==> src/hw/rtl/fwrl_pkg.sv <==
// ----------------------------------------------------------------------------
// fwrl_pkg
// shared types and constants of the fifo reader-writer lock arbiter
// ----------------------------------------------------------------------------
package fwrl_pkg;

  localparam int unsigned IdW      = 4;
  localparam int unsigned NumIds   = 16;
  localparam int unsigned EntryW   = IdW + 1;
  localparam int unsigned DefReqs  = 16;

  typedef enum logic [2:0] {
    ACT_ACQ_S = 3'd0,
    ACT_ACQ_X = 3'd1,
    ACT_REL_S = 3'd2,
    ACT_REL_X = 3'd3,
    ACT_ABORT = 3'd4
  } action_e;

  typedef enum logic [2:0] {
    OC_GRANT_S  = 3'd0,
    OC_GRANT_X  = 3'd1,
    OC_QUEUED   = 3'd2,
    OC_FAILED   = 3'd3,
    OC_RELEASED = 3'd4,
    OC_NOT_HELD = 3'd5,
    OC_ABORT    = 3'd6
  } outcome_e;

  typedef struct packed {
    logic [IdW-1:0] who;
    outcome_e       outcome;
  } result_t;

endpackage

==> src/hw/rtl/fwrl_wait_mem.sv <==
// ----------------------------------------------------------------------------
// fwrl_wait_mem
// wait queue storage, one write and one registered read port
// ----------------------------------------------------------------------------
module fwrl_wait_mem import fwrl_pkg::*; #(
  parameter int unsigned REQUESTERS = DefReqs,
  localparam int unsigned QW = (REQUESTERS > 1) ? $clog2(REQUESTERS) : 1
) (
  input  logic              clk_i,
  input  logic              we_i,
  input  logic [QW-1:0]     waddr_i,
  input  logic [EntryW-1:0] wdata_i,
  input  logic              re_i,
  input  logic [QW-1:0]     raddr_i,
  output logic [EntryW-1:0] rdata_o
);

  logic [EntryW-1:0] mem_q [REQUESTERS];
  logic [EntryW-1:0] rdata_q;

  always_ff @(posedge clk_i) begin
    if (we_i) begin
      mem_q[waddr_i] <= wdata_i;
    end
    if (re_i) begin
      rdata_q <= mem_q[raddr_i];
    end
  end

  assign rdata_o = rdata_q;

endmodule

==> src/hw/rtl/fifo_reader_writer_lock.sv <==
// ----------------------------------------------------------------------------
// fifo_reader_writer_lock
// fifo reader-writer lock arbiter with upgrade, wait queue kept in memory
// ----------------------------------------------------------------------------
// channel  dir  fields (lsb first)              notes
// s_axis   in   tdata: action[2:0] requester[6:3] one request item
// m_axis   out  tdata: who[3:0] outcome[6:4]    tlast on final result of item
//
// a request that gives one result is decided in the idle state, its result registered.
// a release walks the queue: each waiter examined takes a memory read, then an
// evaluate step; a further read step when the walk runs dry, then a flush step.
// reset clears all flags and counts; the queue memory needs no clearing.
// a stalled output holds the walk; a new item is taken only when idle.
// ----------------------------------------------------------------------------
module fifo_reader_writer_lock import fwrl_pkg::*; #(
  parameter int unsigned REQUESTERS = DefReqs
) (
  input  logic       clk_i,
  input  logic       rst_ni,
  input  logic       s_axis_tvalid,
  output logic       s_axis_tready,
  input  logic [7:0] s_axis_tdata,   // action[2:0] requester[6:3]
  output logic       m_axis_tvalid,
  input  logic       m_axis_tready,
  output logic [7:0] m_axis_tdata,   // who[3:0] outcome[6:4]
  output logic       m_axis_tlast
);

  localparam int unsigned QW = (REQUESTERS > 1) ? $clog2(REQUESTERS) : 1;
  localparam int unsigned CW = $clog2(REQUESTERS + 1);

  typedef enum logic [1:0] {S_IDLE, S_READ, S_EVAL, S_FLUSH} state_e;
  typedef enum logic [2:0] {
    K_NONE, K_UPGRADE, K_PUSH, K_CLR_ABORT, K_GRANT, K_RELEASE, K_MARK
  } kind_e;
  typedef enum logic [2:0] {E_SKIP, E_FAIL, E_GX_FREE, E_GX_UP, E_GS, E_STOP} ekind_e;

  state_e            state_q;
  logic [CW-1:0]     sh_q;
  logic              excl_q;
  logic [NumIds-1:0] holds_q, abort_q, waiting_q;
  logic [QW-1:0]     head_q;
  logic [CW-1:0]     count_q;
  result_t           pend_q, out_q;
  logic              out_valid_q, out_last_q;

  logic [2:0]     act;
  logic [IdW-1:0] rq;
  logic           in_range, x, held, slot_free, accept;
  kind_e          i_kind;
  outcome_e       i_oc;
  logic           i_front;

  logic [EntryW-1:0] rdata;
  logic [IdW-1:0]    ep;
  logic              ex;
  ekind_e            e_kind;

  logic [QW:0]   tail_sum;
  logic [QW-1:0] tail_idx, front_idx, head_inc, waddr;
  logic          mem_we, mem_re;

  assign act       = s_axis_tdata[2:0];
  assign rq        = s_axis_tdata[6:3];
  assign in_range  = 32'(rq) < REQUESTERS;
  assign x         = act[0];
  assign held      = holds_q[rq];
  assign slot_free = !out_valid_q || m_axis_tready;
  assign s_axis_tready = (state_q == S_IDLE) && slot_free;
  assign accept    = s_axis_tvalid && s_axis_tready;

  assign tail_sum  = (QW+1)'(head_q) + (QW+1)'(count_q);
  assign tail_idx  = (tail_sum >= (QW+1)'(REQUESTERS)) ?
                     QW'(tail_sum - (QW+1)'(REQUESTERS)) : QW'(tail_sum);
  assign front_idx = (head_q == '0) ? QW'(REQUESTERS - 1) : head_q - QW'(1);
  assign head_inc  = (head_q == QW'(REQUESTERS - 1)) ? '0 : head_q + QW'(1);

  always_comb begin
    i_kind  = K_NONE;
    i_oc    = OC_NOT_HELD;
    i_front = 1'b0;
    if (in_range) begin
      case (act)
        ACT_ACQ_S, ACT_ACQ_X: begin
          if (held && (excl_q || !x)) begin
            i_oc = excl_q ? OC_GRANT_X : OC_GRANT_S;
          end else if (waiting_q[rq]) begin
            i_oc = OC_QUEUED;
          end else if (x && sh_q == CW'(1) && held) begin
            i_kind = K_UPGRADE;
            i_oc   = OC_GRANT_X;
          end else if (count_q != '0 || excl_q || (x && sh_q != '0)) begin
            i_oc    = OC_QUEUED;
            i_front = x && held;
            if (32'(count_q) < REQUESTERS) begin
              i_kind = K_PUSH;
            end
          end else if (abort_q[rq]) begin
            i_kind = K_CLR_ABORT;
            i_oc   = OC_FAILED;
          end else begin
            i_kind = K_GRANT;
            i_oc   = x ? OC_GRANT_X : OC_GRANT_S;
          end
        end
        ACT_REL_S, ACT_REL_X: begin
          if (held && (excl_q ? x : !x)) begin
            i_kind = K_RELEASE;
            i_oc   = OC_RELEASED;
          end
        end
        ACT_ABORT: begin
          i_kind = K_MARK;
          i_oc   = OC_ABORT;
        end
        default: begin
          i_kind = K_NONE;
        end
      endcase
    end
  end

  assign ep = rdata[IdW-1:0];
  assign ex = rdata[EntryW-1];

  always_comb begin
    if (32'(ep) >= REQUESTERS) begin
      e_kind = E_SKIP;
    end else if (abort_q[ep]) begin
      e_kind = E_FAIL;
    end else if (ex) begin
      if (sh_q == '0) begin
        e_kind = E_GX_FREE;
      end else if (sh_q == CW'(1) && holds_q[ep]) begin
        e_kind = E_GX_UP;
      end else begin
        e_kind = E_STOP;
      end
    end else begin
      e_kind = E_GS;
    end
  end

  assign mem_we = accept && (i_kind == K_PUSH);
  assign waddr  = i_front ? front_idx : tail_idx;
  assign mem_re = (state_q == S_READ) && (count_q != '0) && !excl_q;

  fwrl_wait_mem #(.REQUESTERS(REQUESTERS)) u_mem (
    .clk_i   (clk_i),
    .we_i    (mem_we),
    .waddr_i (waddr),
    .wdata_i ({x, rq}),
    .re_i    (mem_re),
    .raddr_i (head_q),
    .rdata_o (rdata)
  );

  always_ff @(posedge clk_i or negedge rst_ni) begin
    if (!rst_ni) begin
      state_q     <= S_IDLE;
      sh_q        <= '0;
      excl_q      <= 1'b0;
      holds_q     <= '0;
      abort_q     <= '0;
      waiting_q   <= '0;
      head_q      <= '0;
      count_q     <= '0;
      pend_q      <= '{who: '0, outcome: OC_NOT_HELD};
      out_q       <= '{who: '0, outcome: OC_NOT_HELD};
      out_valid_q <= 1'b0;
      out_last_q  <= 1'b0;
    end else begin
      if (m_axis_tready) begin
        out_valid_q <= 1'b0;
      end
      case (state_q)
        S_IDLE: begin
          if (accept) begin
            case (i_kind)
              K_UPGRADE: begin
                sh_q   <= '0;
                excl_q <= 1'b1;
              end
              K_PUSH: begin
                waiting_q[rq] <= 1'b1;
                count_q       <= count_q + CW'(1);
                if (i_front) begin
                  head_q <= front_idx;
                end
              end
              K_CLR_ABORT: abort_q[rq] <= 1'b0;
              K_GRANT: begin
                holds_q[rq] <= 1'b1;
                if (x) begin
                  excl_q <= 1'b1;
                end else begin
                  sh_q <= sh_q + CW'(1);
                end
              end
              K_RELEASE: begin
                holds_q[rq] <= 1'b0;
                if (x) begin
                  excl_q <= 1'b0;
                end else if (sh_q != '0) begin
                  sh_q <= sh_q - CW'(1);
                end
              end
              K_MARK: abort_q[rq] <= 1'b1;
              default: ;
            endcase
            if (i_kind == K_RELEASE) begin
              pend_q  <= '{who: rq, outcome: i_oc};
              state_q <= S_READ;
            end else begin
              out_q       <= '{who: rq, outcome: i_oc};
              out_last_q  <= 1'b1;
              out_valid_q <= 1'b1;
            end
          end
        end
        S_READ: begin
          state_q <= mem_re ? S_EVAL : S_FLUSH;
        end
        S_EVAL: begin
          if (e_kind == E_STOP) begin
            state_q <= S_FLUSH;
          end else if (e_kind == E_SKIP) begin
            head_q  <= head_inc;
            count_q <= count_q - CW'(1);
            state_q <= S_READ;
          end else if (slot_free) begin
            head_q        <= head_inc;
            count_q       <= count_q - CW'(1);
            waiting_q[ep] <= 1'b0;
            out_q         <= pend_q;
            out_last_q    <= 1'b0;
            out_valid_q   <= 1'b1;
            pend_q.who    <= ep;
            case (e_kind)
              E_FAIL: begin
                abort_q[ep]    <= 1'b0;
                pend_q.outcome <= OC_FAILED;
              end
              E_GX_FREE: begin
                holds_q[ep]    <= 1'b1;
                excl_q         <= 1'b1;
                pend_q.outcome <= OC_GRANT_X;
              end
              E_GX_UP: begin
                sh_q           <= '0;
                excl_q         <= 1'b1;
                pend_q.outcome <= OC_GRANT_X;
              end
              default: begin
                if (!holds_q[ep]) begin
                  holds_q[ep] <= 1'b1;
                  sh_q        <= sh_q + CW'(1);
                end
                pend_q.outcome <= OC_GRANT_S;
              end
            endcase
            state_q <= S_READ;
          end
        end
        S_FLUSH: begin
          if (slot_free) begin
            out_q       <= pend_q;
            out_last_q  <= 1'b1;
            out_valid_q <= 1'b1;
            state_q     <= S_IDLE;
          end
        end
        default: state_q <= S_IDLE;
      endcase
    end
  end

  assign m_axis_tvalid = out_valid_q;
  assign m_axis_tdata  = {1'b0, out_q.outcome, out_q.who};
  assign m_axis_tlast  = out_last_q;

endmodule
==> config.mk <==
export PLATFORM = sky130hd
export DESIGN_NAME = fifo_reader_writer_lock
export DESIGN_NICKNAME = d
export VERILOG_FILES = /design/src/hw/rtl/fwrl_pkg.sv /design/src/hw/rtl/fwrl_wait_mem.sv /design/src/hw/rtl/fifo_reader_writer_lock.sv
export SDC_FILE = /design/constraint.sdc
export NUM_CORES = 1
export LEC_CHECK = 0
export ABC_AREA = 1
export BUFFER_PORTS_ARGS = -buffer_cell sky130_fd_sc_hd__buf_2
export CAP_MARGIN = 20
export CORE_ASPECT_RATIO = 1.1
export CORE_MARGIN = 2
export CORE_UTILIZATION = 40
export CTS_CLUSTER_DIAMETER = 60
export DETAILED_ROUTE_END_ITERATION = 8
export MAX_ROUTING_LAYER = met4
export PLACE_DENSITY = 0.59
export SYNTH_ARGS = -nofsm -noshare
export SYNTH_HDL_FRONTEND = slang
export SYNTH_HIERARCHICAL = 1
export SYNTH_SLANG_ARGS = --single-unit
==> constraint.sdc <==
create_clock -name clk_i -period 7.6 [get_ports clk_i]
set_clock_uncertainty 0.1 [all_clocks]
set_input_delay 2.28 -clock clk_i [delete_from_list [all_inputs] [get_ports clk_i]]
set_output_delay 2.28 -clock clk_i [all_outputs]
set_load 0.03 [all_outputs]
# After elaboration in Yosys (flattened, before gate mapping)
# Memories as Yosys holds them, arrays and structs flattened. A register that Yosys moved wholly into a read port is not among the register bits.
# Cells that the tools add are included.
# Widths: inputs -> output; s select.
# totals
romBits,0
latch_bits,0
in_bits,12
out_inout_bits,11
n_memories,1
reg_bits,81
ram_bits,80
# mem_list
memory,depth,word_bits,rd,rd_ports_with_merged_regs,write_ports,line_no,text
u_mem.mem_q,16,5,1,1,1,fwrl_wait_mem.sv:18,logic [EntryW-1:0] mem_q [REQUESTERS];
# op_classes
n_mul,0
n_addsub,8
bitwise_logic,10
shift,0
muxes,136
n_div,0
magnitude_cmp,6
n_eq_ne,44
n_reduce_logical,46
# ops
cell,count
$mux 16,15
$pmux 16 s2,6
$mux 7,10
$mux 5,13
$and 16x16->16,4
$or 16x16->16,4
$mux 4,10
$mux 1,38
$not 16->16,2
$mux 3,10
$pmux 5 s2,3
$mux 2,12
$ne 3x3->1 const B,8
$ne 2x2->1 const B,11
$pmux 7 s3,1
$bmux 1 s4,5
$eq 3x2->1 const B,6
$pmux 3 s3,2
$reduce_and 6->1,3
$eq 3x3->1 const B,5
$pmux 5 s3,1
$logic_and 1x1->1,14
$pmux 7 s2,1
$reduce_and 7->1,2
other kinds (39),64

# Logic depth before layout (Yosys ltp)
# depth
word_depth,14
mapped_depth,21
depth_no_buf,18

# Hierarchy
# The synthesis kept the hierarchy.
# modules_own_cells
mod,instances,area_each_um2,cells_each,seq_area_each_um2
fifo_reader_writer_lock,1,6600.1,1052,2031.9
fwrl_wait_mem,1,3723.6,355,2552.4

# Worst setup path after synthesis
# Ideal clock, no wire load.
# synth_path
path_kind,input -> output
from,input m_axis_tready
to,output s_axis_tready
slack_ns,2.466
arrival_ns,2.754
path_buffers,0
cell_stages,2
required_time_ns,5.220
cell_sequence,nor2_1 nor2_1
# synth_via
elab_chain_len,2
# synth_rtl
item,line_no,text
"start, declared",fifo_reader_writer_lock.sv:24,"input logic m_axis_tready,"
$logic_or 1x1->1,fifo_reader_writer_lock.sv:68,assign slot_free = !out_valid_q || m_axis_tready;
$logic_and 1x1->1,fifo_reader_writer_lock.sv:69,assign s_axis_tready = (state_q == S_IDLE) && slot_free;
"end, declared",fifo_reader_writer_lock.sv:21,"output logic s_axis_tready,"
# No other way between the ends.

# Final worst setup path
# layout_path
from,input s_axis_tdata[6]
to,memory u_mem/mem_q[11][3] (netlist name) (enable)
# layout_rtl
item,line_no,text
"start, declared",fifo_reader_writer_lock.sv:22,"input logic [7:0] s_axis_tdata,"
$bmux 1 s4,fifo_reader_writer_lock.sv:67,assign held = holds_q[rq];
$mux 1 (not written as such),fifo_reader_writer_lock.sv:67,
$logic_and 1x1->1,fifo_reader_writer_lock.sv:94,i_front = x && held;
$mux 1,fifo_reader_writer_lock.sv:92,end else if (count_q != '0 || excl_q || (x && sh_q != '0)) begin
$mux 1,fifo_reader_writer_lock.sv:89,end else if (x && sh_q == CW'(1) && held) begin
$mux 1,fifo_reader_writer_lock.sv:87,end else if (waiting_q[rq]) begin
$mux 1 (*),fifo_reader_writer_lock.sv:85,if (held && (excl_q || !x)) begin
$mux 1 (*),fifo_reader_writer_lock.sv:83,case (act)
$mux 4 (*),fifo_reader_writer_lock.sv:145,assign waddr = i_front ? front_idx : tail_idx;
via waddr[3],fifo_reader_writer_lock.sv:60,"logic [QW-1:0] tail_idx, front_idx, head_inc, waddr;"
"end, declared",fwrl_wait_mem.sv:18,
# Mark *: on every way through the listed nets, which the timed path passes. The rest lies on a longest branch. The select of a mux whose other input is x is not followed.

==> impl_summary.md <==
Global route
For this run, the total global-route usage over all layers was measured as 0.2259. Summed over all layers, the global routing overflow is 0. The via count of the first global-routing pass is about 8500. The first-pass GRT wire length is between 40000 and 50000 um. The initial antenna violation count came to 0. Entering global routing, the biggest net connects 69 pins.

Cells and area
The final net count is 1424. The area added between synthesis and finish is 8.072%. The utilization after layout is 0.4403.

In the final layout, the share of cells above drive strength 1 is 0.09368. The finished layout holds roughly 1800 standard cells, fillers aside. The repair_antennas step left the layout with diodes totalling 0. The number of fill cells is 2612.

Synth
By area, the combinational part of the netlist is dominated by simple AND/OR/NAND/NOR gates. The register bit count reported by yosys is between 150 and 200. The register area share after synthesis is 0.4441. The synthesized netlist contains between 40 and 50 unique library cells. Of the total synthesized cell area, the portion taken by full adders, half adders and majority gates is 0.02085. Counting flops with an async set or reset pin after synthesis yields a share of 0.4880. The share of cell area taken by muxes after synthesis is 0.0009696. The simple logic cell fraction of the synthesized area is 0.3452. Synthesis produced a netlist with a net count of approximately 1400. Of the total synthesized cell area, the portion taken by XOR and XNOR cells is 0.01442. The number of enable-type register cells in the synthesized netlist is 85. The mean area per synthesized cell is roughly 7.3 um^2. The cell count after synthesis is roughly 1400. The compound-cell area share of the yosys netlist came to 0.07841. During synthesis, Yosys emitted a total of 6 warnings.

The cell area after synthesis is between 10000 and 15000 um^2. The most used flip-flop cell after synthesis is edfxtp_1.

Clock tree
At the later pin of the worst-skew pair, clock insertion delay measures roughly 0.44 ns. The count of hold buffers inserted by post-cts repair is 0. The quantity of gates resized following cts is 0.

In this run the post-CTS setup repair buffer count came out at 0. The clock passes through at most 2 buffers. The root cell of the clock tree is clkbuf_16. After clock tree synthesis, the clock-pin slew on the worst setup and hold paths is 0.07 ns. The CTS sink count is between 150 and 200.

TritonCTS built the clock tree. In this run the number of H-tree levels came out at 4. The TritonCTS buffer count is 17.

Detailed routing
The count of nets left with antenna violations once routing finished came out at 0. For this block, the routed nets add up to just under 30000 um of wire. The number of detailed-routing iterations run before antenna repair is 5. The total number of vias is between 9000 and 10000. For this run, design rule violations remaining after detail routing come to 0. After detailed routing, the average wire length per cell comes to 16.47 um. The detail-routed via count per cell is roughly 5.2. The first routing iteration left approximately 800 violations.

Floorplanning
The area enclosed by the die boundary is 27110 um^2. The floorplan step set the die width to between 150 and 200 um. The die extent in y is 172.5 um.

The count of pins on the block boundary is 23. The total area inside the core boundary comes to 25340 um^2. The initialized floorplan defines 61 standard-cell rows. For this configuration, the core starts out at a cell density of 0.4074.

Timing
Measured against its own limit, the worst slew margin works out to 0.2668. At the pin with the least slew margin, the transition time is between 1 and 1.5 ns. The final critical path time including I/O delays and setup is about 5.4 ns.

Setup repair after global routing left no endpoint under its margin. Derived from the worst setup path, the maximum achievable clock frequency is between 150 and 200 MHz. The final-report setup violation count is 0. Setup total negative slack on the finished layout was measured at 0 ns. Hold timing on the final database bottoms out at a slack of roughly 0.36 ns. The number of hold-slack violations in the final timing report was 0.

Of the available clock period, the critical path in the final layout requires 0.7052. The final-report max-slew violation count is 0.

Worst setup path
The critical path start-end classification is input port to register. For the worst setup path, the data arrival time is 5.34 ns. The number of cell instances on the worst register-to-register path is 15. The capturing element type of the critical path is a register. The setup check on the worst reg-to-reg path leaves a slack of 3.92 ns. The beginning of the worst register-to-register path is u_mem/rdata_o[0]. STA classifies the critical path startpoint as an input port. The required time of the worst setup path is roughly 7.6 ns. The peak fanout along the critical path is 21.

Min path
Counting instances, the worst hold path has a depth of 2. For hold timing, the worst endpoint is m_axis_tdata[6]. The type of the most critical hold path is register to register. The startpoint of the lowest-slack hold path is m_axis_tdata[6].

Placed design
The routability congestion estimate from global placement is between 0.9 and 1. The HPWL after detailed placement is 18920 um. The cell total after placement is about 1700. Input and output buffers added on the ports amount to 20.

Run
The tool flagged a number of max-cap violations equal to 0.

Power
Overall power consumption after layout is estimated at between 0.004 and 0.005 W. The largest vdd supply drop is between 150 and 200 uV. For this design the static power due to leakage is between 5 and 6 nW. In this run the power density over the cells is around 370 nW/um^2.

Status
The flow ran to the end, and the final reports show no timing, DRC or antenna violations.
==> kinds of logic after synthesis <==
| logic type | Yosys count |
|---|---|
| buf+inv | 218 |
| mux | 1 |
| other cells | 1 |
| flops | 166 |
| simple gates | 835 |
| xor+xnor | 17 |
| compound gates | 153 |
| fa+ha+maj | 16 |
==> critical path, cell delays in order <==
cell      delay (ns)
buf_2           0.38
inv_1           0.13
nor2_1          0.58
nand2_1         0.12
nand2_1         0.15
nor2_4          0.07
nor3_1          0.14
nand3_1         0.29
o21ai_0         0.51
nand3b_1        0.23
nor2_1          0.46
==> stage by stage <==
| stage | worst slack, ns | area (um^2) |
|---|---|---|
| finish | 2.240 | 11160 |
| global placement | 1.891 | 10550 |
| detailed placement | 1.843 | 10550 |
| floorplan | 2.466 | 10320 |
| CTS | 2.282 | 11160 |
| global route | 1.954 | 11160 |
==> Yosys cell counts, types with 7 or more instances <==
| master | n | area, um^2 |
|---|---|---|
| inv_1 | 123 | 461.7 |
| o32ai_1 | 7 | 61.31 |
| inv_2 | 34 | 127.6 |
| nand4_1 | 26 | 162.7 |
| o21ai_1 | 16 | 80.08 |
| a21oi_1 | 17 | 85.08 |
| dfrtp_1 | 77 | 1927 |
| nor3_1 | 14 | 70.07 |
| edfxtp_1 | 85 | 2552 |
| buf_2 | 14 | 70.07 |
| buf_6 | 10 | 112.6 |
| nand2_2 | 10 | 62.56 |
| ha_1 | 14 | 175.2 |
| nor2_1 | 77 | 289.0 |
| buf_4 | 15 | 112.6 |
| o21ai_0 | 105 | 525.5 |
| nand2_1 | 532 | 1997 |
| clkbuf_1 | 18 | 67.56 |
| xor2_1 | 11 | 96.34 |
| nand3_1 | 154 | 770.7 |
==> cell type report <==
type                       count  area (um^2)  area share
clock inverter                13        172.7     0.01548
tap                          346        432.9     0.03880
multi-input combinational   1023         4758      0.4265
sequential                   166         4584      0.4109
timing repair buffer          30        177.7     0.01592
clock buffer                  19        432.9     0.03880
inverter                     158        598.1     0.05361
==> power by group <==
part / switching [W] / internal (W)
clock network: 0.000386 / 0.000523
logic: 0.00138 / 0.000533
registers: 0.000167 / 0.00112
total: 0.00193 / 0.00218
==> worst max path at each step <==
stage	startpoint	endpoint	cells past startpoint
global placement	s_axis_tdata[6]	u_mem/mem_q[4][3]	16
CTS	m_axis_tready	s_axis_tready	4
floorplan	m_axis_tready	s_axis_tready	2
finish	s_axis_tdata[6]	u_mem/mem_q[11][3]	11
global route	s_axis_tdata[6]	u_mem/mem_q[7][2]	11
detailed placement	s_axis_tdata[6]	u_mem/mem_q[4][1]	16
==> cell usage in the layout, fill, tap and decap left out, types with 6 or more instances in the layout <==
master,count
inv_2,35
xnor2_1,6
nand4_1,26
ha_1,14
nand3_1,154
inv_1,122
buf_2,19
nand2_1,532
nor3_1,14
o32ai_1,7
o21ai_0,105
o21ai_1,16
edfxtp_1,85
xor2_1,11
nand2_2,10
nor2_1,76
dfrtp_1,77
nor2_4,7
buf_4,11
clkbuf_16,17
a21oi_1,17
==> layer usage <==
layer	wire (um)	track usage	part of all wire
met1	12760	0.2913	0.44
met2	13850	0.3643	0.48
met3	1694	0.03609	0.059
met4	601	0.07470	0.021
met5	0	-	0
Note: power is estimated with default switching activity, not from simulation.
